## src/rtl/shss_pkg.sv

```systemverilog
`default_nettype none
package shss_pkg;

	localparam logic [1:0] OP_TICK   = 2'd0;
	localparam logic [1:0] OP_HOME   = 2'd1;
	localparam logic [1:0] OP_GOTO   = 2'd2;
	localparam logic [1:0] OP_DEFINE = 2'd3;

	localparam logic [1:0] MS_NOT_READY = 2'd0;
	localparam logic [1:0] MS_HOMING    = 2'd1;
	localparam logic [1:0] MS_MOVING    = 2'd2;
	localparam logic [1:0] MS_AT_TARGET = 2'd3;

	localparam logic [1:0] HS_SEEK    = 2'd0;
	localparam logic [1:0] HS_RETRACT = 2'd1;
	localparam logic [1:0] HS_REFINE  = 2'd2;

	localparam logic signed [31:0] HOME_PRESET   = 32'sd4000;
	localparam logic signed [31:0] RETRACT_POS   = 32'sd40;
	localparam logic signed [31:0] REFINE_POS    = -32'sd10;
	localparam logic [15:0]        SEEK_SPEED    = 16'd60;
	localparam logic [15:0]        RETRACT_SPEED = 16'd40;
	localparam logic [15:0]        REFINE_SPEED  = 16'd20;
	localparam logic [15:0]        PARK_SPEED    = 16'd50;

	typedef enum logic [3:0] {
		MODE_NOT_READY = 4'b0001,
		MODE_HOMING    = 4'b0010,
		MODE_MOVING    = 4'b0100,
		MODE_AT_TARGET = 4'b1000
	} mode_t;

	typedef enum logic [2:0] {
		STG_SEEK    = 3'b001,
		STG_RETRACT = 3'b010,
		STG_REFINE  = 3'b100
	} stage_t;

	typedef struct packed {
		logic [1:0]         machine_state;
		logic [1:0]         homing_stage;
		logic               stop_motor;
		logic               load_position_valid;
		logic signed [31:0] load_position_value;
		logic               target_valid;
		logic signed [31:0] target_position;
		logic [15:0]        max_speed;
		logic               homed_event;
		logic               reached_event;
		logic [3:0]         station_out;
		logic               error;
	} result_t;

	function automatic logic [1:0] mode_code(input mode_t m);
		logic [1:0] c;
		case (m)
			MODE_HOMING:    c = MS_HOMING;
			MODE_MOVING:    c = MS_MOVING;
			MODE_AT_TARGET: c = MS_AT_TARGET;
			default:        c = MS_NOT_READY;
		endcase
		return c;
	endfunction

	function automatic logic [1:0] stage_code(input stage_t s);
		logic [1:0] c;
		case (s)
			STG_RETRACT: c = HS_RETRACT;
			STG_REFINE:  c = HS_REFINE;
			default:     c = HS_SEEK;
		endcase
		return c;
	endfunction

endpackage
`default_nettype wire

```

## src/rtl/shss_station_ram.sv

```systemverilog
`default_nettype none
module shss_station_ram #(
	parameter int DEPTH = 16
) (
	input  wire logic                     clk,
	input  wire logic                     arst_n,
	input  wire logic                     rd_en,
	input  wire logic [$clog2(DEPTH)-1:0] rd_addr,
	output logic signed [31:0]            rd_data,
	input  wire logic                     wr_en,
	input  wire logic [$clog2(DEPTH)-1:0] wr_addr,
	input  wire logic signed [31:0]       wr_data
);
	logic signed [31:0] mem [DEPTH];
	logic signed [31:0] rd_q;
	logic signed [31:0] fwd_data_q;
	logic               fwd_q;

	// write lands at the same edge as the read, so forward it
	always_ff @(posedge clk) begin
		if (wr_en) begin
			mem[wr_addr] <= wr_data;
		end
		if (rd_en) begin
			rd_q       <= mem[rd_addr];
			fwd_data_q <= wr_data;
		end
	end

	always_ff @(posedge clk or negedge arst_n) begin
		if (!arst_n) begin
			fwd_q <= 1'b0;
		end else if (rd_en) begin
			fwd_q <= wr_en && (wr_addr == rd_addr);
		end
	end

	assign rd_data = fwd_q ? fwd_data_q : rd_q;

endmodule
`default_nettype wire

```

## src/rtl/stepper_homing_station_sequencer.sv

```systemverilog
// Stepper homing and station sequencer.
// Input channel (in_valid / in_stall): one op per transfer (tick, start homing,
// go to station, define station) with the home switch level and the position
// the driver reports. Output channel (out_valid / out_stall): exactly one result
// per input transfer, in order, carrying the driver commands and events.
// park_position is written through cfg_wr_en / cfg_wr_data while idle; this is
// the user's duty, not enforced by the block. Throughput: one item per cycle
// unless the receiver stalls. Inputs are registered into stage 1, results into
// res_q. The station table read is issued at the input transfer and completes
// in stage 1, where the read-modify-write of the sequencer state happens; a
// define followed by a go-to of the same station is forwarded around the table.
// Reset: not ready, seeking stage, one station (park), nothing in flight. The
// table itself is not cleared; entries are always defined before use.
// When the receiver stalls, the result holds and stage 1 can still take one
// more item; after that in_stall rises until the result is taken.
`default_nettype none
module stepper_homing_station_sequencer #(
	parameter int STATION_DEPTH = 16
) (
	input  wire logic               clk,
	input  wire logic               arst_n,
	input  wire logic               cfg_wr_en,
	input  wire logic signed [31:0] cfg_wr_data,
	input  wire logic               in_valid,
	output logic                    in_stall,
	input  wire logic [1:0]         op,
	input  wire logic [3:0]         station_index,
	input  wire logic signed [31:0] station_address,
	input  wire logic [15:0]        speed,
	input  wire logic               home_switch,
	input  wire logic signed [31:0] current_position,
	output logic                    out_valid,
	input  wire logic               out_stall,
	output logic [1:0]              machine_state,
	output logic [1:0]              homing_stage,
	output logic                    stop_motor,
	output logic                    load_position_valid,
	output logic signed [31:0]      load_position_value,
	output logic                    target_valid,
	output logic signed [31:0]      target_position,
	output logic [15:0]             max_speed,
	output logic                    homed_event,
	output logic                    reached_event,
	output logic [3:0]              station_out,
	output logic                    error
);
	import shss_pkg::*;

	localparam int AW = $clog2(STATION_DEPTH);
	localparam int CW = $clog2(STATION_DEPTH + 1);

	logic               valid_s1;
	logic [1:0]         op_s1;
	logic [3:0]         idx_s1;
	logic signed [31:0] saddr_s1;
	logic [15:0]        spd_s1;
	logic               sw_s1;
	logic signed [31:0] pos_s1;
	logic signed [31:0] tbl_rd_s1;

	mode_t              mode_q, mode_n;
	stage_t             stage_q, stage_n;
	logic [CW-1:0]      count_q, count_n;
	logic [3:0]         act_station_q, act_station_n;
	logic signed [31:0] act_addr_q, act_addr_n;
	logic signed [31:0] park_q;

	logic               out_valid_q;
	result_t            res_q, res;

	logic               adv, acc;
	logic               wr_en;

	assign adv      = valid_s1 && (!out_valid_q || !out_stall);
	assign in_stall = valid_s1 && !adv;
	assign acc      = in_valid && !in_stall;

	shss_station_ram #(
		.DEPTH(STATION_DEPTH)
	) u_ram (
		.clk     (clk),
		.arst_n  (arst_n),
		.rd_en   (acc),
		.rd_addr (AW'(station_index)),
		.rd_data (tbl_rd_s1),
		.wr_en   (wr_en),
		.wr_addr (AW'(count_q)),
		.wr_data (saddr_s1)
	);

	always_comb begin
		logic signed [31:0] pos;
		logic               full;
		logic               in_range;
		pos           = pos_s1;
		full          = count_q >= CW'(STATION_DEPTH);
		in_range      = 9'(idx_s1) < 9'(count_q);
		mode_n        = mode_q;
		stage_n       = stage_q;
		count_n       = count_q;
		act_station_n = act_station_q;
		act_addr_n    = act_addr_q;
		wr_en         = 1'b0;
		res           = '0;
		case (op_s1)
			OP_HOME: begin
				mode_n                  = MODE_HOMING;
				stage_n                 = STG_SEEK;
				res.stop_motor          = 1'b1;
				res.load_position_valid = 1'b1;
				res.load_position_value = HOME_PRESET;
				res.target_valid        = 1'b1;
				res.max_speed           = SEEK_SPEED;
			end
			OP_GOTO: begin
				if (!in_range) begin
					res.error = 1'b1;
				end else begin
					act_station_n       = idx_s1;
					act_addr_n          = (idx_s1 == 4'd0) ? park_q : tbl_rd_s1;
					mode_n              = MODE_MOVING;
					res.target_valid    = 1'b1;
					res.target_position = act_addr_n;
					res.max_speed       = spd_s1;
					res.station_out     = idx_s1;
				end
			end
			OP_DEFINE: begin
				if (full) begin
					res.error = 1'b1;
				end else begin
					wr_en           = valid_s1 && adv;
					res.station_out = 4'(count_q);
					count_n         = count_q + CW'(1);
				end
			end
			default: begin
				if (mode_q == MODE_HOMING) begin
					if (stage_n == STG_SEEK && sw_s1) begin
						res.stop_motor          = 1'b1;
						res.load_position_valid = 1'b1;
						res.load_position_value = '0;
						pos                     = '0;
						res.target_valid        = 1'b1;
						res.target_position     = RETRACT_POS;
						res.max_speed           = RETRACT_SPEED;
						stage_n                 = STG_RETRACT;
					end
					if (stage_n == STG_RETRACT && pos >= RETRACT_POS) begin
						res.target_valid    = 1'b1;
						res.target_position = REFINE_POS;
						res.max_speed       = REFINE_SPEED;
						stage_n             = STG_REFINE;
					end
					if (stage_n == STG_REFINE && sw_s1) begin
						res.stop_motor          = 1'b1;
						res.load_position_valid = 1'b1;
						res.load_position_value = '0;
						act_station_n           = 4'd0;
						act_addr_n              = park_q;
						mode_n                  = MODE_MOVING;
						res.target_valid        = 1'b1;
						res.target_position     = park_q;
						res.max_speed           = PARK_SPEED;
						res.station_out         = 4'd0;
						res.homed_event         = 1'b1;
					end
				end else if (mode_q == MODE_MOVING) begin
					if (pos_s1 == act_addr_q) begin
						mode_n            = MODE_AT_TARGET;
						res.reached_event = 1'b1;
						res.station_out   = act_station_q;
					end
				end
			end
		endcase
		res.machine_state = mode_code(mode_n);
		res.homing_stage  = stage_code(stage_n);
	end

	always_ff @(posedge clk or negedge arst_n) begin
		if (!arst_n) begin
			valid_s1      <= 1'b0;
			out_valid_q   <= 1'b0;
			mode_q        <= MODE_NOT_READY;
			stage_q       <= STG_SEEK;
			count_q       <= CW'(1);
			act_station_q <= '0;
			act_addr_q    <= '0;
			park_q        <= '0;
		end else begin
			if (cfg_wr_en) begin
				park_q <= cfg_wr_data;
			end
			if (acc) begin
				valid_s1 <= 1'b1;
			end else if (adv) begin
				valid_s1 <= 1'b0;
			end
			if (adv) begin
				out_valid_q   <= 1'b1;
				mode_q        <= mode_n;
				stage_q       <= stage_n;
				count_q       <= count_n;
				act_station_q <= act_station_n;
				act_addr_q    <= act_addr_n;
			end else if (!out_stall) begin
				out_valid_q <= 1'b0;
			end
		end
	end

	always_ff @(posedge clk) begin
		if (acc) begin
			op_s1    <= op;
			idx_s1   <= station_index;
			saddr_s1 <= station_address;
			spd_s1   <= speed;
			sw_s1    <= home_switch;
			pos_s1   <= current_position;
		end
		if (adv) begin
			res_q <= res;
		end
	end

	assign out_valid           = out_valid_q;
	assign machine_state       = res_q.machine_state;
	assign homing_stage        = res_q.homing_stage;
	assign stop_motor          = res_q.stop_motor;
	assign load_position_valid = res_q.load_position_valid;
	assign load_position_value = res_q.load_position_value;
	assign target_valid        = res_q.target_valid;
	assign target_position     = res_q.target_position;
	assign max_speed           = res_q.max_speed;
	assign homed_event         = res_q.homed_event;
	assign reached_event       = res_q.reached_event;
	assign station_out         = res_q.station_out;
	assign error               = res_q.error;

endmodule
`default_nettype wire

```

## config.mk

```make
export PLATFORM = sky130hd
export DESIGN_NAME = stepper_homing_station_sequencer
export DESIGN_NICKNAME = d
export VERILOG_FILES = /design/src/rtl/shss_pkg.sv /design/src/rtl/shss_station_ram.sv /design/src/rtl/stepper_homing_station_sequencer.sv
export SDC_FILE = /design/constraint.sdc
export NUM_CORES = 1
export LEC_CHECK = 0
export BUFFER_PORTS_ARGS = -buffer_cell sky130_fd_sc_hd__buf_2
export CORE_ASPECT_RATIO = 1.25
export CORE_UTILIZATION = 62
export CTS_BUF_LIST = sky130_fd_sc_hd__clkbuf_4
export CTS_CLUSTER_DIAMETER = 150
export DETAILED_ROUTE_END_ITERATION = 16
export PLACE_DENSITY_LB_ADDON = 0.3
export SYNTH_ARGS = -nofsm -noshare
export SYNTH_HDL_FRONTEND = slang
export SYNTH_SLANG_ARGS = --single-unit
```

## constraint.sdc

```tcl
create_clock -name clk -period 5.35 [get_ports clk]
set_clock_uncertainty 0.05 [all_clocks]
set_input_delay 0.8025 -clock clk [delete_from_list [all_inputs] [get_ports clk]]
set_output_delay 0.8025 -clock clk [all_outputs]
set_load 0.02 [all_outputs]
```

* Word-level counts from Yosys, hierarchy flattened *
Memory sizes are Yosys's and may differ from the RTL's. A register that Yosys moved wholly into a read port is not among the register bits.
Cells that the tools add are included.

storage, ports and cells
  output and inout bits = 96
  logic and storage cells = 133
  memories kept = 1
  RAM bits = 512
  register bits after elaboration = 296
  bits of input ports = 124

memory list
  memory     depth  bits a word  rd ports  clocked after memory_dff  wr ports  RTL line                source
  u_ram.mem  16     32           1         1                         1         shss_station_ram.sv:14  logic signed [31:0] mem [DEPTH];

cells by class
  multiplexer cells = 55
  reductions and logical operators = 24
  add/sub/neg operators = 1
  equality and inequality tests = 17
  $lt $le $gt $ge = 3
  bitwise operators = 4

operator list
  kind                                                                                  count
  32-bit two-way mux                                                                    8
  84-bit two-way mux                                                                    2
  32-bit one-hot mux with 2 select lines                                                2
  49-bit two-way mux                                                                    2
  83-bit two-way mux                                                                    1
  34-bit one-hot mux with 2 select lines                                                1
  4-bit two-way mux                                                                     12
  16-bit one-hot mux with 3 select lines                                                1
  32-bit == test                                                                        1
  32-bit by 7-bit greater-or-equal comparator with 1-bit output, second input constant  1
  4-bit one-hot mux with 3 select lines                                                 2
  3-bit two-way mux                                                                     7
  1-bit two-way mux                                                                     10
  4-bit by 2-bit == test with 1-bit output, second input constant                       2
  4-bit by 3-bit == test with 1-bit output, second input constant                       2
  1-bit logical AND                                                                     8
  4-bit one-hot mux with 2 select lines                                                 1
  3-bit by 2-bit == test with 1-bit output, second input constant                       2
  3-bit == test, second input constant                                                  2
  2-bit one-hot mux with 3 select lines                                                 1
  3-bit one-hot mux with 2 select lines                                                 1
  2-bit nonzero test                                                                    3
  5-bit by 1-bit adder with 5-bit output, second input constant                         1
  5-bit greater-or-equal comparator, second input constant                              1
  22 further kinds                                                                      30

* Depth between registers and ports, before layout *
Gate-level depths: netlist of run 1.

  depth in word-level cells = 17
  depth in mapped cells = 10
  gate-level depth less buffers = 8

* Modules after synthesis *
From an unflattened synthesis of run 1, not the netlist that was laid out.

unflattened totals
  cell total of the unflattened synthesis = 1560
  area, all modules = 31510.2 sq um

modules (own cells, without submodules)
  module                            sequential area each (sq um)  area each (sq um)  instances  cells each
  shss_station_ram                  17321.6                       21575.7            1          917
  stepper_homing_station_sequencer  6530.0                        9934.5             1          643

* Worst setup path before layout of run 1 *
No wires, ideal clock.

  path kind = input to register
  from = input out_stall
  to = register idx_s1[0], enable pin
  data required time = 4.796 ns
  stages = 3
  buffers on the path = 0
  arrival time = 3.924 ns
  setup time = 0.504 ns
  path slack = 0.872 ns
  path through = nand3_1 > nand2_1 > inv_1

on the way
  cells in the longest elaborated chain, start to end = 7

RTL lines
  item                  RTL line                                 source
  start, declared       stepper_homing_station_sequencer.sv:33   input wire logic out_stall,
  1-bit zero test       n/a
  1-bit logical OR      stepper_homing_station_sequencer.sv:74   assign adv = valid_s1 && (!out_valid_q || !out_stall);
  1-bit logical AND     stepper_homing_station_sequencer.sv:74
  1-bit zero test       stepper_homing_station_sequencer.sv:75   assign in_stall = valid_s1 && !adv;
  1-bit logical AND     stepper_homing_station_sequencer.sv:75
  1-bit zero test       stepper_homing_station_sequencer.sv:76   assign acc = in_valid && !in_stall;
  1-bit logical AND     stepper_homing_station_sequencer.sv:76
  via acc               stepper_homing_station_sequencer.sv:71   logic adv, acc;
  end signal, assigned  stepper_homing_station_sequencer.sv:216  idx_s1 <= station_index;
  end, declared         stepper_homing_station_sequencer.sv:54   logic [3:0] idx_s1;

The timed path passes the listed nets, and every way through them passes these cells.
A chain may end at the register's enable or synchronous reset.

* Worst setup path after layout of run 1 *
  from = register count_q[2]
  to = register act_addr_q[0]

on the way
  cells in the longest elaborated chain, start to end = 3

RTL lines
  item                                           RTL line                                 source
  start, declared                                stepper_homing_station_sequencer.sv:63   logic [CW-1:0] count_q, count_n;
  start signal, assigned                         stepper_homing_station_sequencer.sv:204  count_q <= count_n;
  4-bit by 5-bit < comparator with 1-bit output  stepper_homing_station_sequencer.sv:97   in_range = 9'(idx_s1) < 9'(count_q);
  2-bit != test (no source line)                 n/a
  5-bit AND reduction (no source line)           n/a
  end signal, assigned                           stepper_homing_station_sequencer.sv:206  act_addr_q <= act_addr_n;
  end, declared                                  stepper_homing_station_sequencer.sv:65   logic signed [31:0] act_addr_q, act_addr_n;

Every way passes these cells.

==> impl_results.md, run 1 <==
* R2R cell count at 7
* Power Internal at 10.24 mW
* CP max FO at 32
* Worst-Skew Late Latency at 0.99 ns
* Largest net degree at the start of global routing at 125
* Final hold vios at 0
* Clock power frac at 36.9%
* Vias in the first global route at 18,310
* Cell Count, Final, Fillers Out at 2,903
* Final worst slack at 1.889 ns
* Yosys warning count at 0
* Initial antenna violation count at 3
* Multi-input combinational cell area at 7335 µm²
* Top FF cell, synth: edfxtp_1
* Flop pwr share at 55.5%
* Post-synth cell types at 65
* Unrepaired setup endpoints after global routing: false
* Register area share after synthesis at 75.05%
* Fillcell total at 2,885
* Syn avg cell area at 19.25 µm²
* Post-Place Worst Slack at 1.941 ns
* Hold buffer count at CTS at 119
* Setup TNS at 0 ns
* Resize count post-CTS at 0
* P_sw at 3.060 mW
* I/O pin count at 220
* Hold/Removal Path Class: in2async
* Clock transition at path regs at 0.06 ns
* Residual DRC at 0
* Die width at 204.5 µm
* Final Net Count at 2,228
* H-tree Lvls at 4
* Rows at 92
* RePlAce Congestion at 0.9333
* Routed wire per std cell at 24.27 µm
* Vias per cell at 6.023
* Post-detailed-route count of antenna-violating nets at 0
* Final min period at 3.461 ns
* Power per Cell Area at 358.6 nW/µm²
* Logic gate share of total power at 7.6%
* Sequential Area at 23,850 µm²
* Total number of vias at 17,480
* Slew Viols, Final at 0
* Die ar. at 52,180 µm²
* Crit path DAT at 4.28 ns
* Slew headroom at 16.17%
* WL final at 70,460 µm
* Status: finished, final reports clean
* #FFs+latches synth at 808
* Total setup buffers inserted after CTS at 0
* CP Class: reg2reg
* Max-cap viol count at 0
* Pleak at 13.17 nW
* Worst Tran Pin Value at 1.257 ns
* IO Port Bufs at 193
* Clk sink count at 808
* Peak supply drop at 0.0002055 V
* Total GRT Usage at 28.08%
* WP data required at 6.17 ns
* Num CTS Buffers at 185
* Most common cell after layout, fill and taps aside: edfxtp_1
* Synth Cell Area at 31,780 µm²
* First-pass GRT wire length at 106,200 µm
* Die Ht at 255.1 µm
* DP Cell Count at 2,445
* Critical Path Start Type: flop
* Switching Share at 23.01%
* Mapped Cells at 1,651
* Core area at 50,530 µm²
* Share of layout cells above drive strength 1 at 34.03%
* DRT iter0 DRCs at 1,618
* EDFF count, synth at 725
* Tcrit/Tclk final at 64.70%
* Fmax at 288.9 MHz
* CP endpoint kind: flop
* Area growth syn-to-layout at 16.66%
* Maximum clock insertion buffer count at 3
* Final setup vio count at 0
* Post-synth ARST share at 10.27%
* Drt first pass iters at 5
* CTS tree: built
* CTS Root Cell: clkbuf_4
* Grt ovf at 0
* Most frequent cells in the layout: edfxtp_1 (725), clkbuf_4 (281), buf_2 (190)
* Initial Util at 62.89%
* Post-DP HPWL at 39,900 µm
[flip-flops by register name (all words and copies together), names as in the netlist, 32 cells and up]
name and cells:
target_position 32, pos_s1 32, u_ram.fwd_data_q 32, saddr_s1 32, act_addr_q 32, park_q 32, u_ram.rd_q 32, u_ram.mem 512
[power groups by stage]
stage,Sequential (mW),Combinational [mW],Clock [mW]
floorplan,7.49,0.629,0
global placement,7.49,0.902,0
detailed placement,7.51,0.926,0
CTS,7.38,0.998,5.01
global route,7.40,1.08,5.33
finish,7.38,1.01,4.90
[area by class of cell]
class,count,area share (%)
sequential,808,64.33
multi-input combinational,705,19.78
timing repair buffer,345,6.590
clock buffer,281,5.689
tap,658,2.220
clock inverter,52,0.8503
inverter,48,0.4994
antenna,6,0.04049
[worst paths after layout]
| path | from | end | slack (ns) |
|---|---|---|---|
| max in group asynchronous | arst_n | park_q[22] | 3.89 |
| min reg2reg | stage_q[0] | stage_q[0] | 0.46 |
| max | count_q[2] | act_addr_q[0] | 1.89 |
| min in group clk | current_position[25] | pos_s1[25] | 0.45 |
| min | arst_n | count_q[2] | 0.17 |
| max reg2reg | count_q[2] | act_addr_q[0] | 1.89 |
[kinds of logic (layout without fill, tap and decap cells)]
group / count (synthesis) / after routing / share of synthesized area (%)
AOI/OAI and AO/OA: 181 / 181 / 3.579
xor gates and xnor gates: 39 / 39 / 1.075
adders and majority gates: 11 / 11 / 0.4330
buffers and inverters: 163 / 726 / 2.543
DFF: 808 / 808 / 75.05
muxes: 230 / 230 / 14.05
other: 1 / 32 / 0.01180
and+or+nand+nor: 218 / 218 / 3.267
[cell usage after synthesis, types with 4 or more instances]
master,n,area [µm²]
edfxtp_1,725,21770
nand3_1,7,35.03
ha_1,11,137.6
clkbuf_1,45,168.9
xor2_1,4,35.03
mux2_4,30,450.4
buf_4,32,240.2
buf_1,8,30.03
o211ai_1,30,225.2
nand2b_1,4,25.02
o21ai_0,80,400.4
nor2_1,55,206.5
inv_1,47,176.4
nor4_1,9,56.30
o22ai_1,30,187.7
o2bb2ai_1,4,35.03
xnor2_1,35,306.5
and2_1,12,75.07
a21oi_1,8,40.04
nand4_1,11,68.82
mux2i_1,32,320.3
dfrtp_1,80,2002
mux2_2,8,90.09
nor3_1,8,40.04
mux4_2,160,3603
buf_2,26,130.1
nand2_1,91,341.6
[critical path: stages, from the launching register on]
cell	delay, ns
dfrtp_1	0.61
inv_1	0.12
ha_1	0.31
a21oi_1	0.14
o21ai_0	0.18
a21oi_1	0.81
o21a_4	0.68
mux2_2	0.41
[through the flow]
stage / util [%] / hold WS (ns) / power (mW) / instance area, µm²
6_report: 73.38 / 0.1714 / 13.30 / 37080
5_1_grt: 73.38 / 0.08196 / 13.81 / 37080
4_1_cts: 73.35 / 0.03612 / 13.38 / 37060
3_5_place_dp: 66.19 / 0.4442 / 8.435 / 33450
3_3_place_gp: 66.19 / 0.4392 / 8.396 / 33450
2_1_floorplan: - / 0.4214 / 8.116 / 31880
[per-layer routing]
metal	track usage, %	vias up	routed length, µm
met2	47.02	987	36100
met5	0	-	0
met3	6.965	149	5546
met1	35.40	8800	26710
met4	11.43	0	2101
li1	-	7548	-
Note: power is estimated with default switching activity, not from simulation.
==> run 2, diff against run 1 <==
==> constraint.sdc (replaced) <==
create_clock -name clk -period 3.2 [get_ports clk]
set_clock_uncertainty 0.05 [all_clocks]
set_input_delay 0.48 -clock clk [delete_from_list [all_inputs] [get_ports clk]]
set_output_delay 0.48 -clock clk [all_outputs]
set_load 0.02 [all_outputs]
==> run 2 against run 1 <==
Worst setup slack got worse by 1.6 ns; sequential power rose by 67%; register-to-register slack got worse by 1.6 ns; clock-buffer cell count fell by 2; critical path depth fell by 1; combinational power rose by 77%; first-iteration DRC count fell by 6.6%; die area did not move; hold slack got worse by 0.067 ns; global-route usage rose by 0.62 points; sequential share of layout area fell by 1.5 points; final cell count rose by 2.2%.
==> impl_results.md, run 2 (synthesis gave the netlist of run 1 again) <==
* Status: finished, final reports clean (unchanged)
* Most frequent cells in the layout: edfxtp_1 (725), clkbuf_4 (279), buf_2 (190) (was edfxtp_1 (725), clkbuf_4 (281), buf_2 (190))
* Final Net Count at 2,293 (was 2,228)
* Post-DP HPWL at 41,020 µm (was 39,900 µm)
* Vias per cell at 5.989 (was 6.023)
* R2R Setup Slk at 0.32 ns (was 1.89 ns)
* RePlAce Congestion at 0.8955 (was 0.9333)
* Fmax at 347.8 MHz (was 288.9 MHz)
* CP endpoint kind: flop (unchanged)
* Final hold vios at 0 (unchanged)
* Util after Layout at 75.09% (was 73.38%)
* Share of layout cells above drive strength 1 at 33.93% (was 34.03%)
* Pleak at 13.47 nW (was 13.17 nW)
* CTS tree: built (unchanged)
* Total GRT Usage at 28.70% (was 28.08%)
* CP Class: reg2reg (unchanged)
* Tcrit/Tclk final at 89.85% (was 64.70%)
* Routed wire per std cell at 24.16 µm (was 24.27 µm)
* Power per Cell Area at 590.3 nW/µm² (was 358.6 nW/µm²)
* Slowest Stage Delay on Critical Path at 0.41 ns (was 0.81 ns)
* Rows at 92 (unchanged)
* Crit path DAT at 3.47 ns (was 4.28 ns)
* Clock transition at path regs at 0.09 ns (was 0.06 ns)
* Hold Crit Endpoint: spd_s1[10]
* Hold/Removal Path Class: in2reg (was in2async)
* IO Port Bufs at 193 (unchanged)
* Slowest cell on crit path: edfxtp_1 (was a21oi_1)
* Top reg by flops: u_ram.mem (unchanged)
* Die Ht at 255.1 µm (unchanged)
* Maximum clock insertion buffer count at 3 (unchanged)
* CP max FO at 19 (was 32)
* Critical path cell sequence: ha_1 -> nor2b_1 -> and3_1 -> nand2_1 -> nor2_4 -> buf_4 (was inv_1 -> ha_1 -> a21oi_1 -> o21ai_0 -> a21oi_1 -> o21a_4 -> mux2_2)
* Slew headroom at 54.09% (was 16.17%)
* Area growth syn-to-layout at 19.39% (was 16.66%)
* Worst-Skew Late Latency at 1.03 ns (was 0.99 ns)
* Drt first pass iters at 5 (unchanged)
* Residual DRC at 0 (unchanged)
* Die ar. at 52,180 µm² (unchanged)
* WP data required at 3.80 ns (was 6.17 ns)
* I/O pin count at 220 (unchanged)
* Max-cap viol count at 0 (unchanged)
* CTS Root Cell: clkbuf_4 (unchanged)
* Max reg flops at 512 (unchanged)
* Final min period at 2.875 ns (was 3.461 ns)
* Reg-to-Reg Start: op_s1[1] (was count_q[2])
* Num CTS Buffers at 189 (was 185)
* H-tree Lvls at 4 (unchanged)
* WL final at 71,660 µm (was 70,460 µm)
* Post-detailed-route count of antenna-violating nets at 0 (unchanged)
* Critical Path Start Type: flop (unchanged)
* Hold Path Stages at 2
* Die width at 204.5 µm (unchanged)
* Largest net degree at the start of global routing at 74 (was 125)
* Final setup vio count at 0 (unchanged)
* Core area at 50,530 µm² (unchanged)
* Initial Util at 62.89% (unchanged)
* First-pass GRT wire length at 108,200 µm (was 106,200 µm)
* Worst Tran Pin Value at 0.6886 ns (was 1.257 ns)
* Slew Viols, Final at 0 (unchanged)
* Initial antenna violation count at 2 (was 3)
* Total number of vias at 17,760 (was 17,480)
* Clk sink count at 808 (unchanged)
* Most common cell after layout, fill and taps aside: edfxtp_1 (unchanged)
* Grt ovf at 0 (unchanged)
* Total setup buffers inserted after CTS at 0 (unchanged)
* Unrepaired setup endpoints after global routing: false (unchanged)
* Final worst slack at 0.3249 ns (was 1.889 ns)
* Hold wc startpoint: speed[10]
* DRT iter0 DRCs at 1,512 (was 1,618)
* Peak supply drop at 0.0004011 V (was 0.0002055 V)
* R2R Path End: u_ram.mem[11][4] (was act_addr_q[0])
* R2R cell count at 6 (was 7)
* Vias in the first global route at 18,900 (was 18,310)
* Overall Power at 22.40 mW (was 13.30 mW)
* Post-Place Worst Slack at 0.4197 ns (was 1.941 ns)
## run 2: cell count changes in the layout (fill, tap and decap cells not counted), moves of 5 or more
cell	delta
buf_12	+19
clkinv_1	+10
clkinv_2	-9
clkinvlp_4	+5
dlygate4sd3_1	+39
## run 2: what timing repair did
| item | in CTS | in global routing |
|---|---|---|
| hold buffers | 159 | 0 |
| endpoints found under the hold margin | 217 | 0 |
| gates resized for setup | 0 | 0 |
| endpoints found under the setup margin | 0 | 0 |
## run 2: area by class of cell
class,count,area (µm²)
Sequential cell,808,23850
Fill cell,2794,12590
Multi-Input combinational cell,705,7380
Timing Repair Buffer,406,3237
Clock buffer,279,2095
Tap cell,658,823.3
Clock inverter,59,365.4
Inverter,48,183.9
Antenna cell,3,7.507
## run 2: worst max-delay path by stage
| stage | slack, ns | from | end |
|---|---|---|---|
| 2_1_floorplan | -0.21 | op_s1[0] | u_ram.mem[15][0] |
| 3_3_place_gp | 0.52 | op_s1[0] | u_ram.mem[11][15] |
| 3_5_place_dp | 0.42 | op_s1[1] | u_ram.mem[11][15] |
| 4_1_cts | 0.35 | op_s1[1] | u_ram.mem[11][4] |
| 5_1_grt | 0.07 | op_s1[1] | u_ram.mem[11][2] |
| 6_report | 0.32 | op_s1[1] | u_ram.mem[11][4] |
## run 2: critical path, delay by kind of cell, from the launching register on
family / cells / cell delay [ns]
and+or+nand+nor: 4 / 1.36
adders and majority gates: 1 / 0.34
buffers and inverters: 1 / 0.31
DFF: 1 / 0.41
## run 2: metal layers
| layer | vias to the layer above | track usage (%) | share of wire (%) |
|---|---|---|---|
| li1 | 7698 | - | - |
| met1 | 8977 | 34.54 | 36 |
| met2 | 920 | 49.16 | 52 |
| met3 | 169 | 6.595 | 7.6 |
| met4 | 0 | 13.88 | 3.7 |
| met5 | - | 0 | 0 |
## run 2: where the power goes
part	total, mW	internal [mW]	switching (mW)	leakage [nW]
sequential	12.3	12.0	0.382	7.67
combinational	1.79	0.892	0.899	4.36
clock	8.26	4.32	3.94	1.44
total	22.4	17.2	5.22	13.5
## run 2: metrics by stage
step | instances | hold WS (ns) | setup TNS (ns) | area (µm²)
CTS | 2963 | 0.000001443 | 0 | 37940
global placement | 2466 | 0.4481 | 0 | 33880
detailed placement | 2466 | 0.4565 | 0 | 33880
finish | 2966 | 0.1042 | 0 | 37950
floorplan | 1676 | 0.1344 | -81.37 | 31930
global route | 2966 | 0.01237 | 0 | 37950
